$ cat src/mkw_pkg.sv
// Shared types, codes and helpers for the mouse-key warp and acceleration unit.
package mkw_pkg;

  localparam int unsigned CENTER_W   = 16;
  localparam int unsigned INTERVAL_W = 8;
  localparam int unsigned TIME_W     = 16;
  localparam int unsigned LEVEL_W    = 4;
  localparam int unsigned CARRY_W    = 4;
  localparam int unsigned DELTA_W    = 6;
  localparam int unsigned BITS_W     = 8;

  localparam logic [CENTER_W-1:0]   CENTER_RESET   = 16'd16384;
  localparam logic [INTERVAL_W-1:0] INTERVAL_RESET = 8'd16;

  localparam int unsigned IN_TDATA_W  = 32;
  localparam int unsigned IN_TUSER_W  = 3;
  localparam int unsigned OUT_TDATA_W = 56;
  localparam int unsigned CFG_IDX_W   = 2;
  localparam int unsigned CFG_DATA_W  = 16;

  // direction bit positions
  localparam int unsigned DIR_UP    = 0;
  localparam int unsigned DIR_DOWN  = 1;
  localparam int unsigned DIR_LEFT  = 2;
  localparam int unsigned DIR_RIGHT = 3;

  typedef enum logic [1:0] {
    KEY_OTHER  = 2'd0,
    KEY_WARP   = 2'd1,
    KEY_BUTTON = 2'd2,
    KEY_MOVE   = 2'd3
  } key_kind_t;

  typedef enum logic {
    REPORT_REL = 1'b0,
    REPORT_ABS = 1'b1
  } report_kind_t;

  typedef enum logic [CFG_IDX_W-1:0] {
    CFG_CENTER   = 2'd0,
    CFG_INTERVAL = 2'd1,
    CFG_SPARE2   = 2'd2,
    CFG_SPARE3   = 2'd3
  } cfg_reg_t;

  typedef struct packed {
    logic               func;
    key_kind_t          key_kind;
    logic [BITS_W-1:0]  key_value;
    logic               pressed;
    logic [TIME_W-1:0]  now_ms;
  } in_beat_t;

  typedef struct packed {
    report_kind_t              report_kind;
    logic [BITS_W-1:0]         button_bits;
    logic signed [DELTA_W-1:0] delta_x;
    logic signed [DELTA_W-1:0] delta_y;
    logic [CENTER_W-1:0]       abs_x;
    logic [CENTER_W-1:0]       abs_y;
  } out_beat_t;

  typedef struct packed {
    logic [2*LEVEL_W-1:0] levels;
    logic [CENTER_W-1:0]  pos_x;
    logic [CENTER_W-1:0]  pos_y;
  } warp_st_t;

  typedef struct packed {
    logic                      fire;
    logic [TIME_W-1:0]         last_ms;
    logic [CARRY_W-1:0]        carry;
    logic signed [DELTA_W-1:0] delta_x;
    logic signed [DELTA_W-1:0] delta_y;
  } motion_res_t;

  // step halves per level; gone once level reaches 16
  function automatic logic [CENTER_W-1:0] warp_step(
    input logic [CENTER_W-1:0] center,
    input logic [LEVEL_W:0]    level
  );
    logic [CENTER_W-1:0] s;
    s = level[LEVEL_W] ? '0 : (center >> level[LEVEL_W-1:0]);
    return s;
  endfunction

endpackage

$ cat src/mkw_warp.sv
// Warp cursor subdivision: level increments and absolute position update.
module mkw_warp (
  input  logic [mkw_pkg::CENTER_W-1:0] center,
  input  logic [mkw_pkg::BITS_W-1:0]   dirs,
  input  mkw_pkg::warp_st_t            cur,
  output mkw_pkg::warp_st_t            nxt
);

  logic [mkw_pkg::CENTER_W-1:0] base_x, base_y;
  logic [mkw_pkg::CENTER_W-1:0] y_a, x_a;
  logic [mkw_pkg::LEVEL_W:0]    ly_a, ly_b, lx_a, lx_b;

  always_comb begin
    base_x = (cur.levels == '0) ? center : cur.pos_x;
    base_y = (cur.levels == '0) ? center : cur.pos_y;

    ly_a = {1'b0, cur.levels[2*mkw_pkg::LEVEL_W-1:mkw_pkg::LEVEL_W]}
           + {{mkw_pkg::LEVEL_W{1'b0}}, dirs[mkw_pkg::DIR_UP]};
    ly_b = ly_a + {{mkw_pkg::LEVEL_W{1'b0}}, dirs[mkw_pkg::DIR_DOWN]};
    lx_a = {1'b0, cur.levels[mkw_pkg::LEVEL_W-1:0]}
           + {{mkw_pkg::LEVEL_W{1'b0}}, dirs[mkw_pkg::DIR_LEFT]};
    lx_b = lx_a + {{mkw_pkg::LEVEL_W{1'b0}}, dirs[mkw_pkg::DIR_RIGHT]};

    y_a = dirs[mkw_pkg::DIR_UP] ? base_y - mkw_pkg::warp_step(center, ly_a) : base_y;
    nxt.pos_y = dirs[mkw_pkg::DIR_DOWN] ? y_a + mkw_pkg::warp_step(center, ly_b) : y_a;
    x_a = dirs[mkw_pkg::DIR_LEFT] ? base_x - mkw_pkg::warp_step(center, lx_a) : base_x;
    nxt.pos_x = dirs[mkw_pkg::DIR_RIGHT] ? x_a + mkw_pkg::warp_step(center, lx_b) : x_a;

    nxt.levels = {ly_b[mkw_pkg::LEVEL_W-1:0], lx_b[mkw_pkg::LEVEL_W-1:0]};
  end

endmodule

$ cat src/mkw_motion.sv
// Motion tick: interval check, S-curve speed, fractional carry and deltas.
module mkw_motion (
  input  logic [mkw_pkg::TIME_W-1:0]     now_ms,
  input  logic [mkw_pkg::TIME_W-1:0]     last_ms,
  input  logic [mkw_pkg::TIME_W-1:0]     start_ms,
  input  logic [mkw_pkg::INTERVAL_W-1:0] interval,
  input  logic [mkw_pkg::CARRY_W-1:0]    carry,
  input  logic [mkw_pkg::BITS_W-1:0]     dirs,
  input  logic                           moving,
  output mkw_pkg::motion_res_t           res
);

  logic [mkw_pkg::TIME_W-1:0]        since_upd, since_start, interval_ext;
  logic [mkw_pkg::TIME_W-7:0]        t;
  logic [7:0]                        sq_in, q, curve, speed;
  logic [15:0]                       sq;
  logic [8:0]                        sum;
  logic [4:0]                        d;
  logic signed [mkw_pkg::DELTA_W-1:0] d_s;

  always_comb begin
    interval_ext = {{(mkw_pkg::TIME_W-mkw_pkg::INTERVAL_W){1'b0}}, interval};
    since_upd    = now_ms - last_ms;
    since_start  = now_ms - start_ms;
    t            = since_start[mkw_pkg::TIME_W-1:6];

    // ease-in below 128, ease-out mirrored about 256 above
    sq_in = (t < 10'd128) ? t[7:0] : 8'(8'd0 - t[7:0]);
    sq    = sq_in * sq_in;
    q     = sq[14:7];
    curve = (t < 10'd128) ? 8'd1 + q : 8'd255 - q;
    speed = (t < 10'd255) ? curve : 8'd255;

    sum = {1'b0, speed} + {5'd0, carry};
    d   = sum[8:4];
    d_s = $signed({1'b0, d});

    res.fire    = moving && (since_upd >= interval_ext);
    res.last_ms = last_ms + interval_ext;
    res.carry   = sum[3:0];
    res.delta_y = (dirs[mkw_pkg::DIR_DOWN]  ? d_s : 6'sd0)
                - (dirs[mkw_pkg::DIR_UP]    ? d_s : 6'sd0);
    res.delta_x = (dirs[mkw_pkg::DIR_RIGHT] ? d_s : 6'sd0)
                - (dirs[mkw_pkg::DIR_LEFT]  ? d_s : 6'sd0);
  end

endmodule

$ cat src/mouse_keys_warp_and_accel_unit.sv
// Top level of the mouse-key engine: input register, state update, result register.
//
//  port group  dir  tdata (low bit up)                         tuser
//  in_         in   key_value[7:0] pressed now_ms[15:0]        func key_kind[1:0]
//  out_        out  button_bits delta_x delta_y abs_x abs_y    report_kind
//  cfg_        in   index 0 warp_center_value, 1 move_interval
//
// One beat per cycle unless the output stalls; a beat is held in the input
// register and any result is registered in the result register. Reset (rst_n
// low, synchronous) clears all engine state and sets both config registers to
// their defaults. A stalled output holds the input register; the input side
// keeps taking beats while the input register is free or drains that cycle.
module mouse_keys_warp_and_accel_unit (
  input  logic                                clk,
  input  logic                                rst_n,
  input  logic                                in_tvalid,
  output logic                                in_tready,
  input  logic [mkw_pkg::IN_TDATA_W-1:0]      in_tdata,   // key_value, pressed, now_ms
  input  logic [mkw_pkg::IN_TUSER_W-1:0]      in_tuser,   // func, key_kind
  output logic                                out_tvalid,
  input  logic                                out_tready,
  output logic [mkw_pkg::OUT_TDATA_W-1:0]     out_tdata,  // button_bits, delta_x, delta_y,
                                                          // abs_x, abs_y
  output logic                                out_tuser,  // report_kind
  input  logic                                cfg_we,
  input  logic [mkw_pkg::CFG_IDX_W-1:0]       cfg_index,
  input  logic [mkw_pkg::CFG_DATA_W-1:0]      cfg_wdata
);

  logic [mkw_pkg::CENTER_W-1:0]   center_r;
  logic [mkw_pkg::INTERVAL_W-1:0] interval_r;

  logic              in_valid_r;
  mkw_pkg::in_beat_t in_beat_r;

  mkw_pkg::warp_st_t             warp_r, warp_nxt, warp_calc;
  logic [mkw_pkg::BITS_W-1:0]    buttons_r, buttons_nxt;
  logic [mkw_pkg::BITS_W-1:0]    dirs_r, dirs_nxt, dirs_clr;
  logic                          moving_r, moving_nxt;
  logic [mkw_pkg::TIME_W-1:0]    last_r, last_nxt, start_r, start_nxt;
  logic [mkw_pkg::CARRY_W-1:0]   carry_r, carry_nxt;

  logic               out_valid_r, out_valid_nxt;
  mkw_pkg::out_beat_t out_r, out_nxt;

  mkw_pkg::motion_res_t mot;
  logic                 out_free, advance;

  assign out_free  = !out_valid_r || out_tready;
  assign advance   = in_valid_r && out_free;
  assign in_tready = !in_valid_r || advance;

  mkw_warp u_warp (
    .center (center_r),
    .dirs   (in_beat_r.key_value),
    .cur    (warp_r),
    .nxt    (warp_calc)
  );

  mkw_motion u_motion (
    .now_ms   (in_beat_r.now_ms),
    .last_ms  (last_r),
    .start_ms (start_r),
    .interval (interval_r),
    .carry    (carry_r),
    .dirs     (dirs_r),
    .moving   (moving_r),
    .res      (mot)
  );

  always_comb begin
    warp_nxt      = warp_r;
    buttons_nxt   = buttons_r;
    dirs_nxt      = dirs_r;
    moving_nxt    = moving_r;
    last_nxt      = last_r;
    start_nxt     = start_r;
    carry_nxt     = carry_r;
    out_valid_nxt = out_valid_r && !out_tready;
    out_nxt       = out_r;
    dirs_clr      = dirs_r & ~in_beat_r.key_value;

    if (advance) begin
      out_valid_nxt       = 1'b0;
      out_nxt.report_kind = mkw_pkg::REPORT_REL;
      out_nxt.button_bits = '0;
      out_nxt.delta_x     = '0;
      out_nxt.delta_y     = '0;
      out_nxt.abs_x       = '0;
      out_nxt.abs_y       = '0;
      if (in_beat_r.func) begin
        if (mot.fire) begin
          last_nxt            = mot.last_ms;
          carry_nxt           = mot.carry;
          out_valid_nxt       = 1'b1;
          out_nxt.button_bits = buttons_r;
          out_nxt.delta_x     = mot.delta_x;
          out_nxt.delta_y     = mot.delta_y;
        end
      end else begin
        unique case (in_beat_r.key_kind)
          mkw_pkg::KEY_WARP: begin
            if (in_beat_r.pressed) begin
              if (in_beat_r.key_value == '0) begin
                warp_nxt.levels = '0;
              end else begin
                warp_nxt            = warp_calc;
                out_valid_nxt       = 1'b1;
                out_nxt.report_kind = mkw_pkg::REPORT_ABS;
                out_nxt.abs_x       = warp_calc.pos_x;
                out_nxt.abs_y       = warp_calc.pos_y;
              end
            end
          end
          mkw_pkg::KEY_BUTTON: begin
            warp_nxt.levels = '0;
            buttons_nxt = in_beat_r.pressed ? (buttons_r | in_beat_r.key_value)
                                            : (buttons_r & ~in_beat_r.key_value);
            out_valid_nxt       = 1'b1;
            out_nxt.button_bits = buttons_nxt;
          end
          mkw_pkg::KEY_MOVE: begin
            warp_nxt.levels = '0;
            if (in_beat_r.pressed) begin
              if (dirs_r == '0) begin
                moving_nxt = 1'b1;
                last_nxt   = in_beat_r.now_ms;
                start_nxt  = in_beat_r.now_ms;
              end
              dirs_nxt = dirs_r | in_beat_r.key_value;
            end else begin
              dirs_nxt = dirs_clr;
              if (dirs_clr == '0) moving_nxt = 1'b0;
            end
          end
          default: begin
            warp_nxt.levels = '0;
          end
        endcase
      end
    end
  end

  always_ff @(posedge clk) begin
    if (!rst_n) begin
      center_r    <= mkw_pkg::CENTER_RESET;
      interval_r  <= mkw_pkg::INTERVAL_RESET;
      in_valid_r  <= 1'b0;
      out_valid_r <= 1'b0;
      warp_r      <= '0;
      buttons_r   <= '0;
      dirs_r      <= '0;
      moving_r    <= 1'b0;
      last_r      <= '0;
      start_r     <= '0;
      carry_r     <= '0;
    end else begin
      if (cfg_we) begin
        unique case (cfg_index)
          mkw_pkg::CFG_CENTER:   center_r   <= cfg_wdata[mkw_pkg::CENTER_W-1:0];
          mkw_pkg::CFG_INTERVAL: interval_r <= cfg_wdata[mkw_pkg::INTERVAL_W-1:0];
          default: ;
        endcase
      end
      if (in_tready) in_valid_r <= in_tvalid;
      out_valid_r <= out_valid_nxt;
      warp_r      <= warp_nxt;
      buttons_r   <= buttons_nxt;
      dirs_r      <= dirs_nxt;
      moving_r    <= moving_nxt;
      last_r      <= last_nxt;
      start_r     <= start_nxt;
      carry_r     <= carry_nxt;
    end
  end

  always_ff @(posedge clk) begin
    if (in_tready && in_tvalid) begin
      in_beat_r.func      <= in_tuser[0];
      in_beat_r.key_kind  <= mkw_pkg::key_kind_t'(in_tuser[2:1]);
      in_beat_r.key_value <= in_tdata[7:0];
      in_beat_r.pressed   <= in_tdata[8];
      in_beat_r.now_ms    <= in_tdata[24:9];
    end
    out_r <= out_nxt;
  end

  assign out_tvalid = out_valid_r;
  assign out_tuser  = out_r.report_kind;
  assign out_tdata  = {4'd0, out_r.abs_y, out_r.abs_x, out_r.delta_y, out_r.delta_x,
                       out_r.button_bits};

  a_abs_clean: assert property (@(posedge clk) disable iff (!rst_n)
    (out_valid_r && out_r.report_kind == mkw_pkg::REPORT_ABS) |->
      (out_r.button_bits == '0 && out_r.delta_x == '0 && out_r.delta_y == '0))
    else $error("absolute report carries buttons or motion");

  a_dirs_moving: assert property (@(posedge clk) disable iff (!rst_n)
    (dirs_r != '0) |-> moving_r)
    else $error("direction bits held while motion inactive");

  a_delta_range: assert property (@(posedge clk) disable iff (!rst_n)
    (out_valid_r && out_r.report_kind == mkw_pkg::REPORT_REL) |->
      (out_r.delta_x >= -6'sd16 && out_r.delta_x <= 6'sd16 &&
       out_r.delta_y >= -6'sd16 && out_r.delta_y <= 6'sd16))
    else $error("relative delta out of range");

endmodule

$ cat config.mk
export PLATFORM = sky130hd
export DESIGN_NAME = mouse_keys_warp_and_accel_unit
export DESIGN_NICKNAME = d
export VERILOG_FILES = /design/src/mkw_pkg.sv /design/src/mkw_warp.sv /design/src/mkw_motion.sv /design/src/mouse_keys_warp_and_accel_unit.sv
export SDC_FILE = /design/constraint.sdc
export NUM_CORES = 1
export LEC_CHECK = 0
export ABC_AREA = 1
export BUFFER_PORTS_ARGS = -buffer_cell sky130_fd_sc_hd__buf_2
export CAP_MARGIN = 10
export CORE_ASPECT_RATIO = 1.4
export CORE_MARGIN = 4
export CORE_UTILIZATION = 60
export CTS_BUF_LIST = sky130_fd_sc_hd__clkbuf_16
export CTS_CLUSTER_DIAMETER = 40
export DETAILED_ROUTE_END_ITERATION = 10
export PLACE_DENSITY = 0.79
export SLEW_MARGIN = 20
export SYNTH_ARGS = -nofsm -noshare
export SYNTH_HDL_FRONTEND = slang
export SYNTH_SLANG_ARGS = --single-unit
export TNS_END_PERCENT = 10
$ cat constraint.sdc
create_clock -name clk -period 13.2 [get_ports clk]
set_input_delay 2.64 -clock clk [delete_from_list [all_inputs] [get_ports clk]]
set_output_delay 2.64 -clock clk [all_outputs]
set_load 0.03 [all_outputs]
Yosys cells after proc, flatten, opt, wreduce, memory -nomap -nowiden

Index checks and enable logic that the tools add are counted.
W data, S select, Z words.

Flip-flop bits (word level): 200
Input port bits: 58
Output and inout bits: 59
Word-level logic and storage cells: 136

$add $sub $neg: 17
Multiply operators: 1
Magnitude comparators: 3
Equal/unequal tests: 7
Shift operators: 4
Mux-type cells: 40
Bitwise logic cells: 9
Reductions and logical operators: 31

Operator list:

| cell                  | count |
|---|---|
| $mux W16              | 15 |
| $mux W8               | 9 |
| $shr A16 B4 Y16       | 4 |
| $sub A16 B16 Y16      | 4 |
| $mux W40              | 1 |
| $add A16 B16 Y16      | 2 |
| $logic_not A8 Y1      | 4 |
| $mux W32              | 1 |
| $lt A10 B8 Y1 const B | 2 |
| $mux W20              | 1 |
| $mux W5               | 4 |
| $reduce_and A5 Y1     | 4 |
| $add A16 B8 Y16       | 1 |
| $and A8 B8 Y8         | 2 |
| $ge A16 B8 Y1         | 1 |
| $or A8 B8 Y8          | 2 |
| $mul A8 B8 Y15        | 1 |
| $reduce_and A3 Y1     | 4 |
| $sub A6 B6 Y6         | 2 |
| $add A4 B1 Y5         | 2 |
| $add A5 B1 Y5         | 2 |
| $add A8 B4 Y9         | 1 |
| $add A1 B8 Y8 const A | 1 |
| $mux W1               | 8 |
| other kinds (17)      | 34 |

Depth between registers and ports, before layout

Depth after elaboration: 12
Depth in mapped cells: 56
Gate-level depth less buffers: 55

Cells and area by module

From an unflattened synthesis, not the netlist that was laid out.

Cell total of the unflattened synthesis: 3101
Area, all modules: 20103.0 sq um

By module, submodules not included:

| module                         | times used | cells an instance | area each (sq um) | sequential area each (sq um) |
|---|---|---|---|---|
| mouse_keys_warp_and_accel_unit | 1          | 889               | 7973.9            | 4814.6 |
| mkw_warp                       | 1          | 1430              | 7236.9            | 0.0 |
| mkw_motion                     | 1          | 782               | 4892.2            | 0.0 |

Least setup slack after synthesis

OpenSTA, ideal clock, no wires.

Kind: flip-flop to flip-flop
From: register, netlist name in_beat_r[7]
To: register out_r, in the netlist out_tdata[18] (data pin)
Setup time: 0.270 ns
Data arrival time: 7.933 ns
Data required time: 12.930 ns
Setup slack: 4.996 ns
Cell stages (with the launch flop): 50
Path buffers: 0
Clock period less this slack: 8.204 ns
Cells stage by stage: edfxtp_1 ha_1 nand2_1 inv_1 a21oi_1 nand3_1 nand2_1 inv_1 nor3_1 inv_1 nor3_1 nor2_1 or2_2 nand2_1 inv_1 nor2_1 inv_1 fa_1 [14 not listed] nand3_1 ha_1 a21oi_1 inv_1 a31oi_1 nor2_1 nor2_1 nor2_4 xor2_2 inv_2 nor2_1 fa_1 nand2_1 inv_1 o21ai_0 nand2_1 nand2_1 a21oi_1

Word-level cells in the longest chain between the ends: 10
Elaborated cells between the ends (all ways): 18
Classes of those cells: 7 x add/sub; 1 x mul; 3 x order compare; 5 x mux; 2 x reduce/logical

Ends and longest elaborated chain:

| element                                               | line                                  | text |
|---|---|---|
| $sub A16 B16 Y16                                      | mkw_motion.sv:24                      | `since_start = now_ms - start_ms;` |
| $sub A1 B8 Y8 / $lt A10 B8 Y1 (equally long branches) | mkw_motion.sv:28, mkw_motion.sv:31    |  |
| $mux W8                                               | mkw_motion.sv:28                      | `sq_in = (t < 10'd128) ? t[7:0] : 8'(8'd0 - t[7:0]);` |
| $mul A8 B8 Y15                                        | mkw_motion.sv:29                      | `sq = sq_in * sq_in;` |
| $sub A8 B8 Y8 / $add A1 B8 Y8 (equally long branches) | mkw_motion.sv:31                      | `curve = (t < 10'd128) ? 8'd1 + q : 8'd255 - q;` |
| $mux W8                                               | mkw_motion.sv:31                      |  |
| $mux W8                                               | mkw_motion.sv:32                      | `speed = (t < 10'd255) ? curve : 8'd255;` |
| $add A8 B4 Y9                                         | mkw_motion.sv:34                      | `sum = {1'b0, speed} + {5'd0, carry};` |
| $mux W5 (on tied branches)                            | mkw_motion.sv:41, mkw_motion.sv:42    |  |
| $sub A6 B6 Y6                                         | mkw_motion.sv:42                      | `- (dirs[mkw_pkg::DIR_UP] ? d_s : 6'sd0);` |
| end signal, assigned                                  | mouse_keys_warp_and_accel_unit.sv:185 | `out_r <= out_nxt;` |
| end, declared                                         | mouse_keys_warp_and_accel_unit.sv:44  | `mkw_pkg::out_beat_t out_r, out_nxt;` |

Parallel ways exist; a longest one is shown, timed or not.
A chain may end at the register's enable or synchronous reset.

Worst setup path in the final report

From: register, netlist name in_beat_r[10]
To: register out_r, in the netlist out_tdata[18] (data pin)

Word-level cells in the longest chain between the ends: 10
Elaborated cells between the ends (all ways): 18
Classes of those cells: 7 x add/sub; 1 x mul; 3 x order compare; 5 x mux; 2 x reduce/logical

Ends and longest elaborated chain:

| element                                               | line |
|---|---|
| $sub A16 B16 Y16                                      | mkw_motion.sv:24 |
| $sub A1 B8 Y8 / $lt A10 B8 Y1 (equally long branches) | mkw_motion.sv:28, mkw_motion.sv:31 |
| $mux W8                                               | mkw_motion.sv:28 |
| $mul A8 B8 Y15                                        | mkw_motion.sv:29 |
| $sub A8 B8 Y8 / $add A1 B8 Y8 (equally long branches) | mkw_motion.sv:31 |
| $mux W8                                               | mkw_motion.sv:31 |
| $mux W8                                               | mkw_motion.sv:32 |
| $add A8 B4 Y9                                         | mkw_motion.sv:34 |
| $mux W5 (on tied branches)                            | mkw_motion.sv:41, mkw_motion.sv:42 |
| $sub A6 B6 Y6                                         | mkw_motion.sv:42 |

Parallel ways exist; a longest one is shown, timed or not.

==> metrics.yaml <==
timing:
  slew_headroom_pct: 30.0
  max_freq_mhz: 106
  tightest_slew_ns: 1.05
  setup-violations-final: 0
  setup_tns_ns: 0
  period_share_pct: 71.3
  slew_violations: 0
  rsz0062_at_grt: "false"
  skew_ns: 0.0178
  layout_min_cycle_time_ns: 9.41
  hold_viol_final: 0
yosys:
  synth-seq-cells: 200
  async_reset_ff_share_pct: 0
  synth.cell_area_um2: 18000
  synthTopCellsByArea: "edfxtp_1 (13%), dfxtp_1 (13%), nand2_1 (12%)"
  synthTopCellsByCount: "nand2_1 (572), inv_1 (345), o21ai_0 (326)"
  yosys.area_share.simple_pct: 22.6
  synthXorXnorAreaFrac_pct: 4.45
  yosysSeqAreaShare_pct: 26.7
  avgSynthCellArea_um2: 6.86
  dominantRegCellSynth: "dfxtp_1"
  synth-compound-area-share_pct: 21.4
  synth_edf_count: 81
  yosys_warnings: 0
  synth_fa_ha_area_share_pct: 14.5
  yosys.area.top_type: "edfxtp_1"
  synth_cell_types: 61
  synthMuxAreaShare_pct: 0.610
  synth_top_family_by_area: "simple AND/OR/NAND/NOR gates"
  synthCells: 2628
  synth.most_common_cell: "nand2_1"
  netlist.area_leader.share_pct: 13.5
routing:
  drc: 0
  antenna_left: 0
  dr_total_vias: 17600
  post_drt_wl_per_cell_um: 16.7
  drt-total-wl_um: 51100
  vias_per_cell: 5.74
  drt_iter0_markers: 1307
  first_pass_iters: 6
global_route:
  overflow: 0
  grt_max_degree: 68
  grt_pass1_vias: 16800
  grt_pass1_wl_um: 82500
  grt_util_all_layers_pct: 30.9
  antenna_found_initial: 0
critical_path:
  arrival_ns: 9.58
  cp-start-kind: "flop"
  crit_top_cell: "inv_1"
  path_class: "flop to flop"
  cpMaxStageDelayCell: "fa_1"
  endpoint_kind: "flop"
  cp_max_fo: 12
  required_ns: 13.37
  cpPeakStageDelay_ns: 0.55
cts:
  clkLatencyLatePin_ns: 0.46
  clk_pin_slew_worst_paths_ns: 0.08
  cts_sinks: 200
  cts-root-buf: "clkbuf_16"
  cts_tree: "done"
  clockBufferDepth: 2
  postCtsHoldBufs: 0
  cts_htree_levels: 4
  numCtsBuffers: 17
  ctsResizeCount: 0
  post-cts-setup-buffers: 0
floorplan:
  die-width_um: 155
  start_util_pct: 61.3
  std_cell_rows: 74
  io_pins: 117
  dieArea_um2: 32900
  core_area_um2: 29400
  die_h_um: 213
placed_design:
  routabilityCongestion: 1.01
  portBuffers: 105
  hpwl_um: 39800
finish:
  fin_util_pct: 65.8
  antennaDiodeCount: 0
  fin_nets: 2915
  drive_above_1_share_pct: 7.99
  syn2layout_area_growth_pct: 7.38
run_status:
  status: "completed"
hold_path:
  min_path_type: "flop to flop"
pwr:
  power.density_nw_per_um2: 166
  vdd_drop_max_v: 0.000196
  leakage_nw: 8.86
job:
  cap_viol_max_count: 0
[sequential cells by signal, summed over array words and instances (netlist names), named ones only]
signal	cells
out_tdata	52
center_r	16
last_r	16
warp_r	40
carry_r	4
interval_r	8
out_tvalid	1
out_tuser	1
buttons_r	8
moving_r	1
in_valid_r	1
start_r	16
in_beat_r	28
[cell type report]
class,count,area (um2)
clock inverter,15,178
sequential,200,4810
inverter,362,1360
tap,380,475
timing repair buffer,117,616
clock buffer,17,425
multi-input combinational,1969,11500
fill,2746,10100
[worst max-delay path: cells and delay by family (launching register included)]
| kind | cells | cell delay, ns |
|---|---|---|
| fa+ha+maj | 8 | 3.58 |
| simple gates | 21 | 2.51 |
| xor+xnor | 1 | 0.22 |
| compound gates | 8 | 1.30 |
| flops | 1 | 0.49 |
| buf+inv | 10 | 1.02 |
[logic make-up after synthesis]
kind of cell / count (synthesis)
buf+inv: 463
mux: 11
simple gates: 969
xor+xnor: 90
compound gates: 704
flops: 200
fa+ha+maj: 190
other cells: 1
[layout by cell type (no fill, tap or decap), types with 5 or more instances in the layout]
master	instances
clkinv_1	7
nand3_1	92
o21bai_1	13
nor4_1	8
o21ai_0	326
dfxtp_1	119
inv_1	344
o22ai_1	9
buf_4	12
fa_1	32
edfxtp_1	81
o211ai_1	23
inv_8	5
o31ai_1	9
nand2_1	572
nor2_2	5
nand2_2	18
a21o_1	5
a31oi_1	5
ha_1	158
nor2_1	204
mux2i_1	11
buf_2	105
nor2_4	5
a21oi_1	251
a211oi_1	25
clkbuf_16	17
nand2_4	6
nor3_1	23
inv_2	10
xnor2_1	37
or2_2	5
a311oi_1	8
nand3_2	5
xor2_1	50
nand4_1	10
conb_1	5
[layer usage]
layer	part of all wire, %	GRT usage (%)	up-vias	wire [um]
li1	-	-	8834	-
met4	4.3	13.1	0	2210
met1	41	38.4	8003	21200
met3	6.5	4.91	121	3300
met5	0	0	-	0
met2	48	53.2	606	24400
[final timing paths]
check	from	endpoint	slack, ns	cells after the start
max	in_beat_r[10]	out_tdata[18]	3.79	48
min	start_r[5]	start_r[5]	0.46	2
max reg2reg	in_beat_r[10]	out_tdata[18]	3.79	48
min reg2reg	start_r[5]	start_r[5]	0.46	2
[where the power goes]
group,total [W],internal (W),leakage (nW),switching [W]
sequential,0.000680,0.000662,1.75,0.0000189
clock,0.000543,0.000261,0.297,0.000282
combinational,0.00199,0.000707,6.81,0.00128
[metrics by stage]
| step | cells | power (W) | worst slack, ns | cell area [um2] | hold slack [ns] |
|---|---|---|---|---|---|
| floorplan | 2632 | 0.00227 | 5.00 | 18100 | 0.433 |
| global placement | 3028 | 0.00260 | 4.14 | 18800 | 0.443 |
| detailed placement | 3028 | 0.00266 | 3.91 | 18800 | 0.453 |
| CTS | 3060 | 0.00321 | 3.86 | 19400 | 0.465 |
| global route | 3060 | 0.00351 | 2.91 | 19400 | 0.484 |
| finish | 3060 | 0.00321 | 3.79 | 19400 | 0.461 |
(Power assumes the default switching activity.)
